--- src/rtl/okfe_pkg.sv ---
package okfe_pkg;

    localparam int DATA_BITS = 56;
    localparam int PKT_IX_W  = 6;
    localparam int NUM_REGS  = 8;

    localparam logic [16:0] LEAD_IN_US = 17'd100000;
    localparam logic [24:0] TRAIL_US   = 25'd30000000;
    localparam logic [6:0]  SIGNATURE  = 7'h44;

    typedef logic [DATA_BITS-1:0] packet_t;

    typedef enum logic [2:0] {
        REG_SAMPLES_PER_US = 3'd0,
        REG_SYNC_HIGH      = 3'd1,
        REG_SYNC_LOW       = 3'd2,
        REG_ONE_HIGH       = 3'd3,
        REG_ONE_LOW        = 3'd4,
        REG_ZERO_HIGH      = 3'd5,
        REG_ZERO_LOW       = 3'd6,
        REG_STOP_HIGH      = 3'd7
    } reg_index_t;

    typedef enum logic [1:0] {
        PK_SYNC = 2'd0,
        PK_ZERO = 2'd1,
        PK_ONE  = 2'd2,
        PK_STOP = 2'd3
    } pulse_kind_t;

    typedef struct packed {
        logic [6:0]  samples_per_us;
        logic [15:0] sync_high_us;
        logic [15:0] sync_low_us;
        logic [15:0] one_high_us;
        logic [15:0] one_low_us;
        logic [15:0] zero_high_us;
        logic [15:0] zero_low_us;
        logic [15:0] stop_high_us;
    } cfg_t;

endpackage

--- src/rtl/ook_pulse_width_frame_encoder_core.sv ---
// Pulse-width OOK frame encoder. Each s_tdata transaction is one frame request; it
// produces SYNC_PULSES + 57 pulse transactions on the m side (61 by default): sync
// pulses, 56 packet bits MSB first, and a stop pulse flagged with m_tlast. The pulse
// sequencer emits one pulse per cycle while m_tready stays high; a two-entry request
// queue lets the next frame be accepted while the current one plays out. Durations are
// the microsecond registers (or the LEAD_IN_US and TRAIL_US constants) times
// samples_per_us. Write configuration only while no frame is in flight.
module ook_pulse_width_frame_encoder_core #(
    parameter int SYNC_PULSES = 4
) (
    input  logic        clk,
    input  logic        rst_n,
    input  logic        cfg_valid,
    output logic        cfg_ready,
    input  logic [2:0]  cfg_index,
    input  logic [15:0] cfg_data,
    input  logic        s_tvalid,
    output logic        s_tready,
    input  logic [39:0] s_tdata,    // lead_value, id_low, humidity, temp_high, temp_low, pad
    output logic        m_tvalid,
    input  logic        m_tready,
    output logic [79:0] m_tdata,    // pre_low_samples, high_samples, low_samples, pad
    output logic [1:0]  m_tuser,    // pulse_kind
    output logic        m_tlast
);

    okfe_pkg::cfg_t    cfg_reg;
    okfe_pkg::packet_t packet;
    okfe_pkg::packet_t head;
    logic              full;
    logic              empty;
    logic              push;
    logic              pop;

    assign cfg_ready = 1'b1;

    always_ff @(posedge clk or negedge rst_n)
    begin
        if (!rst_n)
        begin
            cfg_reg.samples_per_us <= 7'd1;
            cfg_reg.sync_high_us   <= 16'd662;
            cfg_reg.sync_low_us    <= 16'd564;
            cfg_reg.one_high_us    <= 16'd436;
            cfg_reg.one_low_us     <= 16'd180;
            cfg_reg.zero_high_us   <= 16'd245;
            cfg_reg.zero_low_us    <= 16'd366;
            cfg_reg.stop_high_us   <= 16'd100;
        end
        else if (cfg_valid)
        begin
            case (okfe_pkg::reg_index_t'(cfg_index))
                okfe_pkg::REG_SAMPLES_PER_US: cfg_reg.samples_per_us <= cfg_data[6:0];
                okfe_pkg::REG_SYNC_HIGH:      cfg_reg.sync_high_us   <= cfg_data;
                okfe_pkg::REG_SYNC_LOW:       cfg_reg.sync_low_us    <= cfg_data;
                okfe_pkg::REG_ONE_HIGH:       cfg_reg.one_high_us    <= cfg_data;
                okfe_pkg::REG_ONE_LOW:        cfg_reg.one_low_us     <= cfg_data;
                okfe_pkg::REG_ZERO_HIGH:      cfg_reg.zero_high_us   <= cfg_data;
                okfe_pkg::REG_ZERO_LOW:       cfg_reg.zero_low_us    <= cfg_data;
                okfe_pkg::REG_STOP_HIGH:      cfg_reg.stop_high_us   <= cfg_data;
                default:                      cfg_reg.stop_high_us   <= cfg_reg.stop_high_us;
            endcase
        end
    end

    assign s_tready = !full;
    assign push     = s_tvalid && !full;

    okfe_front u_front (
        .lead_value (s_tdata[7:0]),
        .id_low     (s_tdata[14:8]),
        .humidity   (s_tdata[21:15]),
        .temp_high  (s_tdata[28:22]),
        .temp_low   (s_tdata[35:29]),
        .packet     (packet)
    );

    okfe_fifo u_fifo (
        .clk       (clk),
        .rst_n     (rst_n),
        .push      (push),
        .push_data (packet),
        .full      (full),
        .pop       (pop),
        .empty     (empty),
        .head      (head)
    );

    okfe_back #(
        .SYNC_PULSES (SYNC_PULSES)
    ) u_back (
        .clk         (clk),
        .rst_n       (rst_n),
        .cfg         (cfg_reg),
        .frame_avail (!empty),
        .frame       (head),
        .frame_done  (pop),
        .m_tvalid    (m_tvalid),
        .m_tready    (m_tready),
        .m_tdata     (m_tdata),
        .m_tuser     (m_tuser),
        .m_tlast     (m_tlast)
    );

endmodule

--- src/rtl/okfe_front.sv ---
module okfe_front (
    input  logic [7:0]       lead_value,
    input  logic [6:0]       id_low,
    input  logic [6:0]       humidity,
    input  logic [6:0]       temp_high,
    input  logic [6:0]       temp_low,
    output okfe_pkg::packet_t packet
);

    function automatic logic [7:0] with_parity(input logic [6:0] v);
        return {^v, v};
    endfunction

    logic [7:0] b1;
    logic [7:0] b2;
    logic [7:0] b3;
    logic [7:0] b4;
    logic [7:0] b5;
    logic [7:0] csum;

    always_comb
    begin
        b1   = with_parity(id_low);
        b2   = with_parity(okfe_pkg::SIGNATURE);
        b3   = with_parity(humidity);
        b4   = with_parity(temp_high);
        b5   = with_parity(temp_low);
        csum = lead_value + b1 + b2 + b3 + b4 + b5;
    end

    assign packet = {lead_value, b1, b2, b3, b4, b5, csum};

endmodule

--- src/rtl/okfe_fifo.sv ---
module okfe_fifo (
    input  logic              clk,
    input  logic              rst_n,
    input  logic              push,
    input  okfe_pkg::packet_t push_data,
    output logic              full,
    input  logic              pop,
    output logic              empty,
    output okfe_pkg::packet_t head
);

    okfe_pkg::packet_t mem [2];
    logic       wr_ptr_reg;
    logic       rd_ptr_reg;
    logic [1:0] count_reg;
    logic       wr_ptr_next;
    logic       rd_ptr_next;
    logic [1:0] count_next;

    assign full  = (count_reg == 2'd2);
    assign empty = (count_reg == 2'd0);
    assign head  = mem[rd_ptr_reg];

    always_comb
    begin
        wr_ptr_next = push ? ~wr_ptr_reg : wr_ptr_reg;
        rd_ptr_next = pop ? ~rd_ptr_reg : rd_ptr_reg;
        count_next  = count_reg + {1'b0, push} - {1'b0, pop};
    end

    always_ff @(posedge clk or negedge rst_n)
    begin
        if (!rst_n)
        begin
            wr_ptr_reg <= 1'b0;
            rd_ptr_reg <= 1'b0;
            count_reg  <= 2'd0;
        end
        else
        begin
            wr_ptr_reg <= wr_ptr_next;
            rd_ptr_reg <= rd_ptr_next;
            count_reg  <= count_next;
        end
    end

    always_ff @(posedge clk)
    begin
        if (push)
        begin
            mem[wr_ptr_reg] <= push_data;
        end
    end

endmodule

--- src/rtl/okfe_back.sv ---
module okfe_back #(
    parameter int SYNC_PULSES = 4
) (
    input  logic              clk,
    input  logic              rst_n,
    input  okfe_pkg::cfg_t    cfg,
    input  logic              frame_avail,
    input  okfe_pkg::packet_t frame,
    output logic              frame_done,
    output logic              m_tvalid,
    input  logic              m_tready,
    output logic [79:0]       m_tdata,   // pre_low_samples, high_samples, low_samples, pad
    output logic [1:0]        m_tuser,   // pulse_kind
    output logic              m_tlast
);

    localparam int PULSES = SYNC_PULSES + okfe_pkg::DATA_BITS + 1;
    localparam int CW     = $clog2(PULSES);

    logic [CW-1:0] pulse_ix_reg;
    logic [CW-1:0] pulse_ix_next;
    logic          valid_reg;
    logic          valid_next;
    logic [23:0]   pre_reg;
    logic [22:0]   high_reg;
    logic [31:0]   low_reg;
    logic [1:0]    kind_reg;
    logic          last_reg;

    logic                    advance;
    logic                    is_sync;
    logic                    is_stop;
    logic [CW-1:0]           data_off;
    logic [okfe_pkg::PKT_IX_W-1:0] bit_ix;
    logic                    data_bit;
    okfe_pkg::pulse_kind_t   kind;
    logic [15:0]             high_us;
    logic [24:0]             low_us;
    logic [23:0]             pre_val;
    logic [22:0]             high_val;
    logic [31:0]             low_val;

    assign advance = frame_avail && (!valid_reg || m_tready);
    assign is_sync = (pulse_ix_reg < CW'(SYNC_PULSES));
    assign is_stop = (pulse_ix_reg == CW'(PULSES - 1));
    assign data_off = pulse_ix_reg - CW'(SYNC_PULSES);
    assign bit_ix  = okfe_pkg::PKT_IX_W'(okfe_pkg::DATA_BITS - 1)
                     - data_off[okfe_pkg::PKT_IX_W-1:0];
    assign data_bit = frame[bit_ix];
    assign frame_done = advance && is_stop;

    always_comb
    begin
        if (is_sync)
        begin
            kind    = okfe_pkg::PK_SYNC;
            high_us = cfg.sync_high_us;
            low_us  = {9'd0, cfg.sync_low_us};
        end
        else if (is_stop)
        begin
            kind    = okfe_pkg::PK_STOP;
            high_us = cfg.stop_high_us;
            low_us  = okfe_pkg::TRAIL_US;
        end
        else if (data_bit)
        begin
            kind    = okfe_pkg::PK_ONE;
            high_us = cfg.one_high_us;
            low_us  = {9'd0, cfg.one_low_us};
        end
        else
        begin
            kind    = okfe_pkg::PK_ZERO;
            high_us = cfg.zero_high_us;
            low_us  = {9'd0, cfg.zero_low_us};
        end
        pre_val  = (pulse_ix_reg == '0)
                   ? 24'(cfg.samples_per_us) * 24'(okfe_pkg::LEAD_IN_US) : 24'd0;
        high_val = 23'(cfg.samples_per_us) * 23'(high_us);
        low_val  = 32'(cfg.samples_per_us) * 32'(low_us);
    end

    always_comb
    begin
        pulse_ix_next = pulse_ix_reg;
        valid_next    = valid_reg;
        if (advance)
        begin
            pulse_ix_next = is_stop ? '0 : pulse_ix_reg + 1'b1;
            valid_next    = 1'b1;
        end
        else if (m_tready)
        begin
            valid_next = 1'b0;
        end
    end

    always_ff @(posedge clk or negedge rst_n)
    begin
        if (!rst_n)
        begin
            pulse_ix_reg <= '0;
            valid_reg    <= 1'b0;
        end
        else
        begin
            pulse_ix_reg <= pulse_ix_next;
            valid_reg    <= valid_next;
        end
    end

    always_ff @(posedge clk)
    begin
        if (advance)
        begin
            pre_reg  <= pre_val;
            high_reg <= high_val;
            low_reg  <= low_val;
            kind_reg <= kind;
            last_reg <= is_stop;
        end
    end

    assign m_tvalid = valid_reg;
    assign m_tdata  = {1'b0, low_reg, high_reg, pre_reg};
    assign m_tuser  = kind_reg;
    assign m_tlast  = last_reg;

endmodule

--- config.mk ---
export PLATFORM = sky130hd
export DESIGN_NAME = ook_pulse_width_frame_encoder_core
export DESIGN_NICKNAME = d
export VERILOG_FILES = /design/src/rtl/okfe_pkg.sv /design/src/rtl/ook_pulse_width_frame_encoder_core.sv /design/src/rtl/okfe_front.sv /design/src/rtl/okfe_fifo.sv /design/src/rtl/okfe_back.sv
export SDC_FILE = /design/constraint.sdc
export NUM_CORES = 1
export LEC_CHECK = 0
export ABC_AREA = 0
export BUFFER_PORTS_ARGS = -buffer_cell sky130_fd_sc_hd__buf_2
export CAP_MARGIN = 10
export CORE_ASPECT_RATIO = 1.5
export CORE_MARGIN = 10
export CORE_UTILIZATION = 45
export CTS_CLUSTER_SIZE = 24
export DETAILED_ROUTE_END_ITERATION = 8
export GPL_TIMING_DRIVEN = 1
export HOLD_SLACK_MARGIN = 0.1
export SETUP_SLACK_MARGIN = 0.4
export SYNTH_ARGS = -nofsm -noshare
export SYNTH_HDL_FRONTEND = slang
export SYNTH_SLANG_ARGS = --single-unit
export TNS_END_PERCENT = 10
--- constraint.sdc ---
create_clock -name clk -period 8.68 [get_ports clk]
set_input_delay 1.302 -clock clk [delete_from_list [all_inputs] [get_ports clk]]
set_output_delay 1.302 -clock clk [all_outputs]
set_load 0.03 [all_outputs]
# [Yosys cells after proc, flatten, opt, wreduce, memory -nomap -nowiden]
# Memories as Yosys holds them, arrays and structs flattened.
# Index checks and enable logic that the tools add are counted.
[classes] addsub=10 n_mul=3 div_mod_pow=0 n_lt_le_gt_ge=2 eq_ne=9 n_shift=0 muxes=15 bitwise_logic=2 reduce_logical=23
[op_table] op="two-way mux 16 bit" n=4
[op_table] op="two-way mux 25 bit" n=2
[op_table] op="adder 8 bit" n=4
[op_table] op="multiplier 7 x 25 -> 32 bit" n=1
[op_table] op="parity 7 bit" n=4
[op_table] op="multiplier 7 x 16 -> 23 bit" n=1
[op_table] op="multiplier 7 x 12 -> 19 bit, second input constant" n=1
[op_table] op="AND reduction 2 bit" n=8
[op_table] op="== test 3 bit, second input constant" n=4
[op_table] op="adder 8 x 7 -> 8 bit, second input constant" n=1
[op_table] op="< comparator 6 x 7 -> 1 bit, second input constant" n=1
[op_table] op="adder 6 x 1 -> 6 bit, second input constant" n=1
[op_table] op="binary-select mux 1 bit (select 6 bit)" n=1
[op_table] op="== test 3 x 2 -> 1 bit, second input constant" n=2
[op_table] op="== test 6 bit, second input constant" n=1
[op_table] op="logical NOT 6 bit" n=1
[op_table] op="< comparator 6 x 3 -> 1 bit, second input constant" n=1
[op_table] op="two-way mux 6 bit" n=1
[op_table] op="subtractor 6 x 3 -> 6 bit, second input constant" n=1
[op_table] op="subtractor 6 bit, first input constant" n=1
[op_table] op="two-way mux 1 bit" n=5
[op_table] op="two-way mux 2 bit" n=2
[op_table] op="== test 3 x 1 -> 1 bit, second input constant" n=1
[op_table] op="logical AND 1 bit" n=3
[op_table] op="other kinds (9)" n=12
[totals] reg_bits=212 latch_bits=0 mem_bits_rw=96 mem_bits_ro=0 input_bits=64 out_inout_bits=86 word_cells=84 memories=1
[memory_table] name="u_fifo.mem" words=2 word_bits=48 read_ports=1 rd_clocked_by_memory_dff=0 wr=1 line="okfe_fifo.sv:12" source="okfe_pkg::packet_t mem [2];"

# [Longest topological paths before layout]
[depth] ltp_word=8 depth_mapped=30 mapped_depth_nobuf=26

# [By module]
# Synthesis repeated with hierarchy kept, for this count alone.
[unflattened] hier_cells=2045 hier_area_um2=24245.8
[by_module_without_submodules] mod="okfe_back" instances=1 cells_each=1425 area_each_um2=13599.3 seq_area_each_um2=2487.4
[by_module_without_submodules] mod="ook_pulse_width_frame_encoder_core" instances=1 cells_each=265 area_each_um2=4804.6 seq_area_each_um2=3020.4
[by_module_without_submodules] mod="okfe_fifo" instances=1 cells_each=189 area_each_um2=4357.9 seq_area_each_um2=3463.3
[by_module_without_submodules] mod="okfe_front" instances=1 cells_each=166 area_each_um2=1483.9 seq_area_each_um2=0.0

# [Least setup slack after synthesis]
# Ideal clock, no wire load.
[synth_path] path_type="reg-to-reg" start="register u_back.pulse_ix_reg[2]" end="register u_back.low_reg[24], data pin" setup_ns=0.261 t_arrival_ns=6.713 t_required_ns=8.419 setup_slack_ns=1.706 path_stages_with_launch=29 n_path_buf=4 synth_period_minus_slack_ns=6.974 path_cell_list="dfrtp_1 -> clkbuf_1 -> inv_1 -> ha_1 -> clkbuf_1 -> o221ai_1 -> nor3_1 -> a221oi_2 -> o21ai_4 -> mux2i_1 -> buf_4 -> buf_6 -> mux2i_2 -> and3_1 -> fa_1 -> fa_1 -> fa_1 -> inv_1 -> fa_1 -> inv_1 -> ha_1 -> a21o_1 -> a21o_1 -> a21oi_1 -> o21ai_0 -> o311a_1 -> o2111ai_1 -> nand2_1 -> xor2_1"
[synth_between] elab_chain_cells=8 elab_cells_between_ends=10 classes_between="2 x add/sub; 1 x mul; 1 x order compare; 1 x eq/ne; 5 x mux"
[synth_rtl] element="start: declaration" line="okfe_back.sv:20" source="logic [CW-1:0] pulse_ix_reg;"
[synth_rtl] element="start signal: assignment" line="okfe_back.sv:108" source="pulse_ix_reg <= pulse_ix_next;"
[synth_rtl] element="subtractor 6 x 3 -> 6 bit" line="okfe_back.sv:46" source="assign data_off = pulse_ix_reg - CW'(SYNC_PULSES);"
[synth_rtl] element="subtractor 6 bit" line="okfe_back.sv:48" source="- data_off[okfe_pkg::PKT_IX_W-1:0];"
[synth_rtl] element="binary-select mux 1 bit (select 6 bit)" line="okfe_back.sv:49" source="assign data_bit = frame[bit_ix];"
[synth_rtl] element="two-way mux 1 bit (not written as such)" line="okfe_back.sv:49"
[synth_rtl] element="two-way mux 16 bit" line="okfe_back.sv:66" source="else if (data_bit)"
[synth_rtl] element="two-way mux 25 bit" line="okfe_back.sv:60" source="else if (is_stop)"
[synth_rtl] element="two-way mux 25 bit *" line="okfe_back.sv:54" source="if (is_sync)"
[synth_rtl] element="multiplier 7 x 25 -> 32 bit *" line="okfe_back.sv:81" source="low_val = 32'(cfg.samples_per_us) * 32'(low_us);"
[synth_rtl] element="net u_back.low_val[24]" line="okfe_back.sv:41" source="logic [31:0] low_val;"
[synth_rtl] element="end signal: assignment" line="okfe_back.sv:119" source="low_reg <= low_val;"
[synth_rtl] element="end: declaration" line="okfe_back.sv:26" source="logic [31:0] low_reg;"
# Mark *: on every way through the listed nets, which the timed path passes. The rest lies on a longest branch. The select of a mux whose other input is x is not followed.
# A chain may end at the register's enable or synchronous reset.

# [Worst setup path after layout]
[layout_path] start="register u_back.pulse_ix_reg[0]" end="register u_back.high_reg[22], data pin"
[layout_between] elab_chain_cells=8 elab_cells_between_ends=10 classes_between="2 x add/sub; 1 x mul; 1 x order compare; 1 x eq/ne; 5 x mux"
[layout_rtl] element="subtractor 6 x 3 -> 6 bit" line="okfe_back.sv:46"
[layout_rtl] element="subtractor 6 bit" line="okfe_back.sv:48"
[layout_rtl] element="binary-select mux 1 bit (select 6 bit)" line="okfe_back.sv:49"
[layout_rtl] element="two-way mux 1 bit (not written as such)" line="okfe_back.sv:49"
[layout_rtl] element="two-way mux 16 bit" line="okfe_back.sv:66"
[layout_rtl] element="two-way mux 16 bit" line="okfe_back.sv:60"
[layout_rtl] element="two-way mux 16 bit *" line="okfe_back.sv:54"
[layout_rtl] element="multiplier 7 x 16 -> 23 bit *" line="okfe_back.sv:80" source="high_val = 23'(cfg.samples_per_us) * 23'(high_us);"
[layout_rtl] element="net u_back.high_val[22]" line="okfe_back.sv:40" source="logic [22:0] high_val;"
[layout_rtl] element="end signal: assignment" line="okfe_back.sv:118" source="high_reg <= high_val;"
[layout_rtl] element="end: declaration" line="okfe_back.sv:25" source="logic [22:0] high_reg;"
# Marked as above.

==> implementation parameters <==
Parameter                              Value

Run status
  Run status ... finished clean

CTS
  CTS clk-pin slew, worst paths ... 0.06 ns
  Cell at the root of the clock tree ... clkbuf_16
  Clock tree from TritonCTS ... built
  Number of clock buffers inserted by TritonCTS ... 31
  # clock sinks ... 303
  Worst skew pair latency ... 0.61 ns
  Number of buffers on the longest clock path ... 3
  Htree depth ... 1

Placement
  Final Wtd Congestion ... 0.8842
  DP Wirelength ... roughly 47000 um
  PortBufs ... about 140
  Worst setup slack before clock tree synthesis ... 0.5160 ns

STA
  Clock Skews ... ~0.018 ns
  Final count of hold timing violations ... 0
  Min cycle time layout ... 7.718 ns
  RSZ-0062 raised after global routing ... no
  Worst hold margin ... slightly below 0.5 ns
  Post-route setup TNS ... 0 ns
  Smallest setup slack after layout ... 0.9620 ns
  Number of endpoints failing setup at the final stage ... 0
  Highest achievable clock rate ... 0.1296 GHz
  Ratio of final minimum period to clock period ... 0.8892
  Slew at the pin closest to its max-slew limit ... 1.135 ns
  Total count of max-transition violations in the final report ... 0
  Normalized max-slew margin ... 0.2432

Job
  MaxCap Viol Count ... 0

Global routing
  Total routing resource utilization after global routing ... 0.1940
  Largest net degree at the start of global routing ... 87
  Total congestion overflow after global routing ... 0
  Vias in the first global route ... 18410
  Global-route wire length before repair ... 99870 um
  Number of antenna violations at the first check in global routing ... 3

Yosys
  Sequential share of the synthesized area ... 0.3496
  Post-synthesis adder-cell area fraction ... 0.2438
  Mean instance size in the synthesized netlist ... 11.01 um2
  Syn. warnings ... 0
  Simple logic cell fraction of the synthesized area ... 0.09597
  Main combinational cell family by area after synthesis ... adder cells
  Number of flops mapped to enable cells by yosys ... around 170
  Count of distinct cell types in the synthesized netlist ... 70
  Synth Area in XOR/XNOR ... 0.03534
  Number of instances in the synthesized netlist ... roughly 2200
  Post-synthesis cell area ... 24290 um2
  Fraction of registers with async set or reset after synthesis ... 0.4290
  Synth Flop Type ... edfxtp_1
  Synthesized-area fraction occupied by ao, oa, aoi and oai cells ... 0.1073
  Multiplexer share of the synthesized area ... 0.1051
  Number of synthesized register bits ... 303

Route
  Total via count after detailed routing ... between 15000 and 20000
  Number of antenna-violating nets in the routed design ... 0
  Detailed-router iteration count before antenna repair ... 6
  Residual DRC ... 0
  Iteration-0 DRC Markers ... 1389
  DR vias/cell ... around 5.7
  Detail-routed net length per standard cell ... 20.77 um
  Routed Wire Length ... slightly above 60000 um

Finish
  Share of layout cells above drive strength 1 ... 0.1851
  Most common cell after layout, fill and taps aside ... inv_1
  Flip-flop count of the largest register, all copies and words added ... 119
  Number of nets in the layout ... ~2700
  Post-synthesis to final-layout area growth ... 9.726%
  N_diodes ... 0
  Commonest cells after routing, fill and taps aside ... inv_1 (253), nand3_1 (187), fa_1 (182), ha_1 (182), edfxtp_1 (173)

Worst setup path
  Setup crit end kind ... register
  Endpoint of the worst setup timing path ... u_back.high_reg[22]$_DFFE_PP_
  CP Launch Point ... u_back.pulse_ix_reg[0]$_DFFE_PN0P_
  Crit-path max FO ... 20
  End of the worst register-to-register path ... u_back.high_reg[22]$_DFFE_PP_
  Worst r2r path cells ... 25
  Beginning of the worst register-to-register path ... u_back.pulse_ix_reg[0]$_DFFE_PN0P_
  Arrival @ worst endpoint ... 8.07 ns
  FF-to-FF setup slack ... 0.96 ns
  Setup crit start kind ... register
  Category of the critical setup timing path ... reg -> reg
  Endpoint required time on the critical path ... roughly 9 ns

Floorplanning
  Initial Util ... 0.4530
  Area of the core ... between 50000 and 60000 um2
  Die H ... between 300 and 400 um
  IO Count ... 150
  Full die area ... 63860 um2
  Number of standard-cell rows in the floorplan ... between 100 and 150
  Overall die width ... between 200 and 250 um

Hold path
  Worst Hold Class ... reg -> reg
==> synthesized netlist by cell type (all sizes together), types with 13 or more instances <==
cell / number / area share
a21o: 23 / 0.0071
xor2: 29 / 0.010
fa: 182 / 0.15
o21ai: 99 / 0.021
dfstp: 34 / 0.037
nor2: 88 / 0.014
nand2: 62 / 0.0096
inv: 255 / 0.039
a31oi: 21 / 0.0054
nand2b: 21 / 0.0054
mux2: 118 / 0.055
nand3: 187 / 0.039
clkbuf: 89 / 0.014
edfxtp: 173 / 0.21
o21a: 24 / 0.0074
xnor2: 69 / 0.025
o31ai: 69 / 0.021
nor3: 13 / 0.0027
and2: 18 / 0.0046
mux4: 24 / 0.022
mux2i: 60 / 0.028
and3: 54 / 0.014
o31a: 19 / 0.0069
ha: 182 / 0.094
dfrtp: 96 / 0.099
buf: 41 / 0.0093
a21oi: 51 / 0.011
==> worst max-delay path, stage by stage, from the launching register on <==
cell,delay (ns)
dfrtp_2,0.66
buf_4,0.29
mux4_2,0.34
mux4_2,0.47
mux2i_1,0.15
nand2_1,0.11
o21ai_4,0.13
buf_4,0.33
mux2i_1,0.14
a22oi_2,0.45
a31oi_1,0.19
fa_1,0.53
inv_1,0.06
fa_1,0.48
fa_1,0.51
inv_1,0.06
fa_1,0.47
inv_1,0.05
ha_1,0.34
a21o_1,0.18
a21o_1,0.22
or3_1,0.35
o31ai_1,0.46
o2111ai_1,0.20
a21oi_1,0.20
xnor2_1,0.07
==> per-layer routing <==
metal | routed length (um) | vias to the layer above | track usage | share of wire
met2 | 33430 | 566 | 0.3654 | 0.54
met1 | 23080 | 8524 | 0.2113 | 0.37
li1 | - | 7959 | - | -
met4 | 2440 | 4 | 0.08083 | 0.039
met3 | 3370 | 136 | 0.02621 | 0.054
met5 | 27 | - | 0 | 0.00043
==> worst min path at each step <==
stage | startpoint | endpoint | slack (ns) | cells after the start
finish | u_fifo.count_reg[0]$_DFF_PN0_ | u_back.m_tvalid$_DFFE_PN0P_ | 0.49 | 2
detailed placement | u_fifo.count_reg[0]$_DFF_PN0_ | u_back.m_tvalid$_DFFE_PN0P_ | 0.48 | 2
CTS | u_fifo.count_reg[0]$_DFF_PN0_ | u_back.m_tvalid$_DFFE_PN0P_ | 0.49 | 2
global placement | u_fifo.count_reg[0]$_DFF_PN0_ | u_back.m_tvalid$_DFFE_PN0P_ | 0.48 | 2
floorplan | u_fifo.count_reg[0]$_DFF_PN0_ | u_back.m_tvalid$_DFFE_PN0P_ | 0.46 | 2
global route | cfg_reg[95]$_DFFE_PN0P_ | cfg_reg[95]$_DFFE_PN0P_ | 0.52 | 1
==> cell families (layout without fill, tap and decap cells) <==
| family | Yosys count | count (layout) |
|---|---|---|
| AND/OR/NAND/NOR | 470 | 470 |
| other | 2 | 7 |
| adder cells (fa/ha/maj) | 364 | 364 |
| buffers and inverters | 386 | 487 |
| AO/OA/AOI/OAI | 381 | 381 |
| flip-flops | 303 | 303 |
| multiplexers | 202 | 202 |
| XOR/XNOR | 98 | 98 |
==> timing repair <==
item	CTS	global route
endpoints found under the setup margin	0	17
buffers inserted	0	4
resized for setup	0	1
hold buffers	0	0
==> area by class of cell <==
| class | count | area (um2) |
|---|---|---|
| fillers | 4858 | 26960 |
| flip-flops and latches | 303 | 8493 |
| inverters | 256 | 962.2 |
| well taps | 689 | 862.1 |
| multi-input cells | 1522 | 14330 |
| clock inverters | 19 | 197.7 |
| repair buffers | 173 | 980.9 |
| clock buffers | 39 | 820.8 |
==> metrics by stage <==
stage / instances / cell area [um2] / utilization
global placement: 2939 / 25590 / 0.4773
detailed placement: 2939 / 25590 / 0.4773
floorplan: 2211 / 24310 / -
CTS: 2997 / 26610 / 0.4963
finish: 3001 / 26650 / 0.4971
global route: 3001 / 26650 / 0.4971
Power is left out: the tool's default activity adds up to more than one toggle a clock period on the data nets, which glitch-free logic cannot reach.
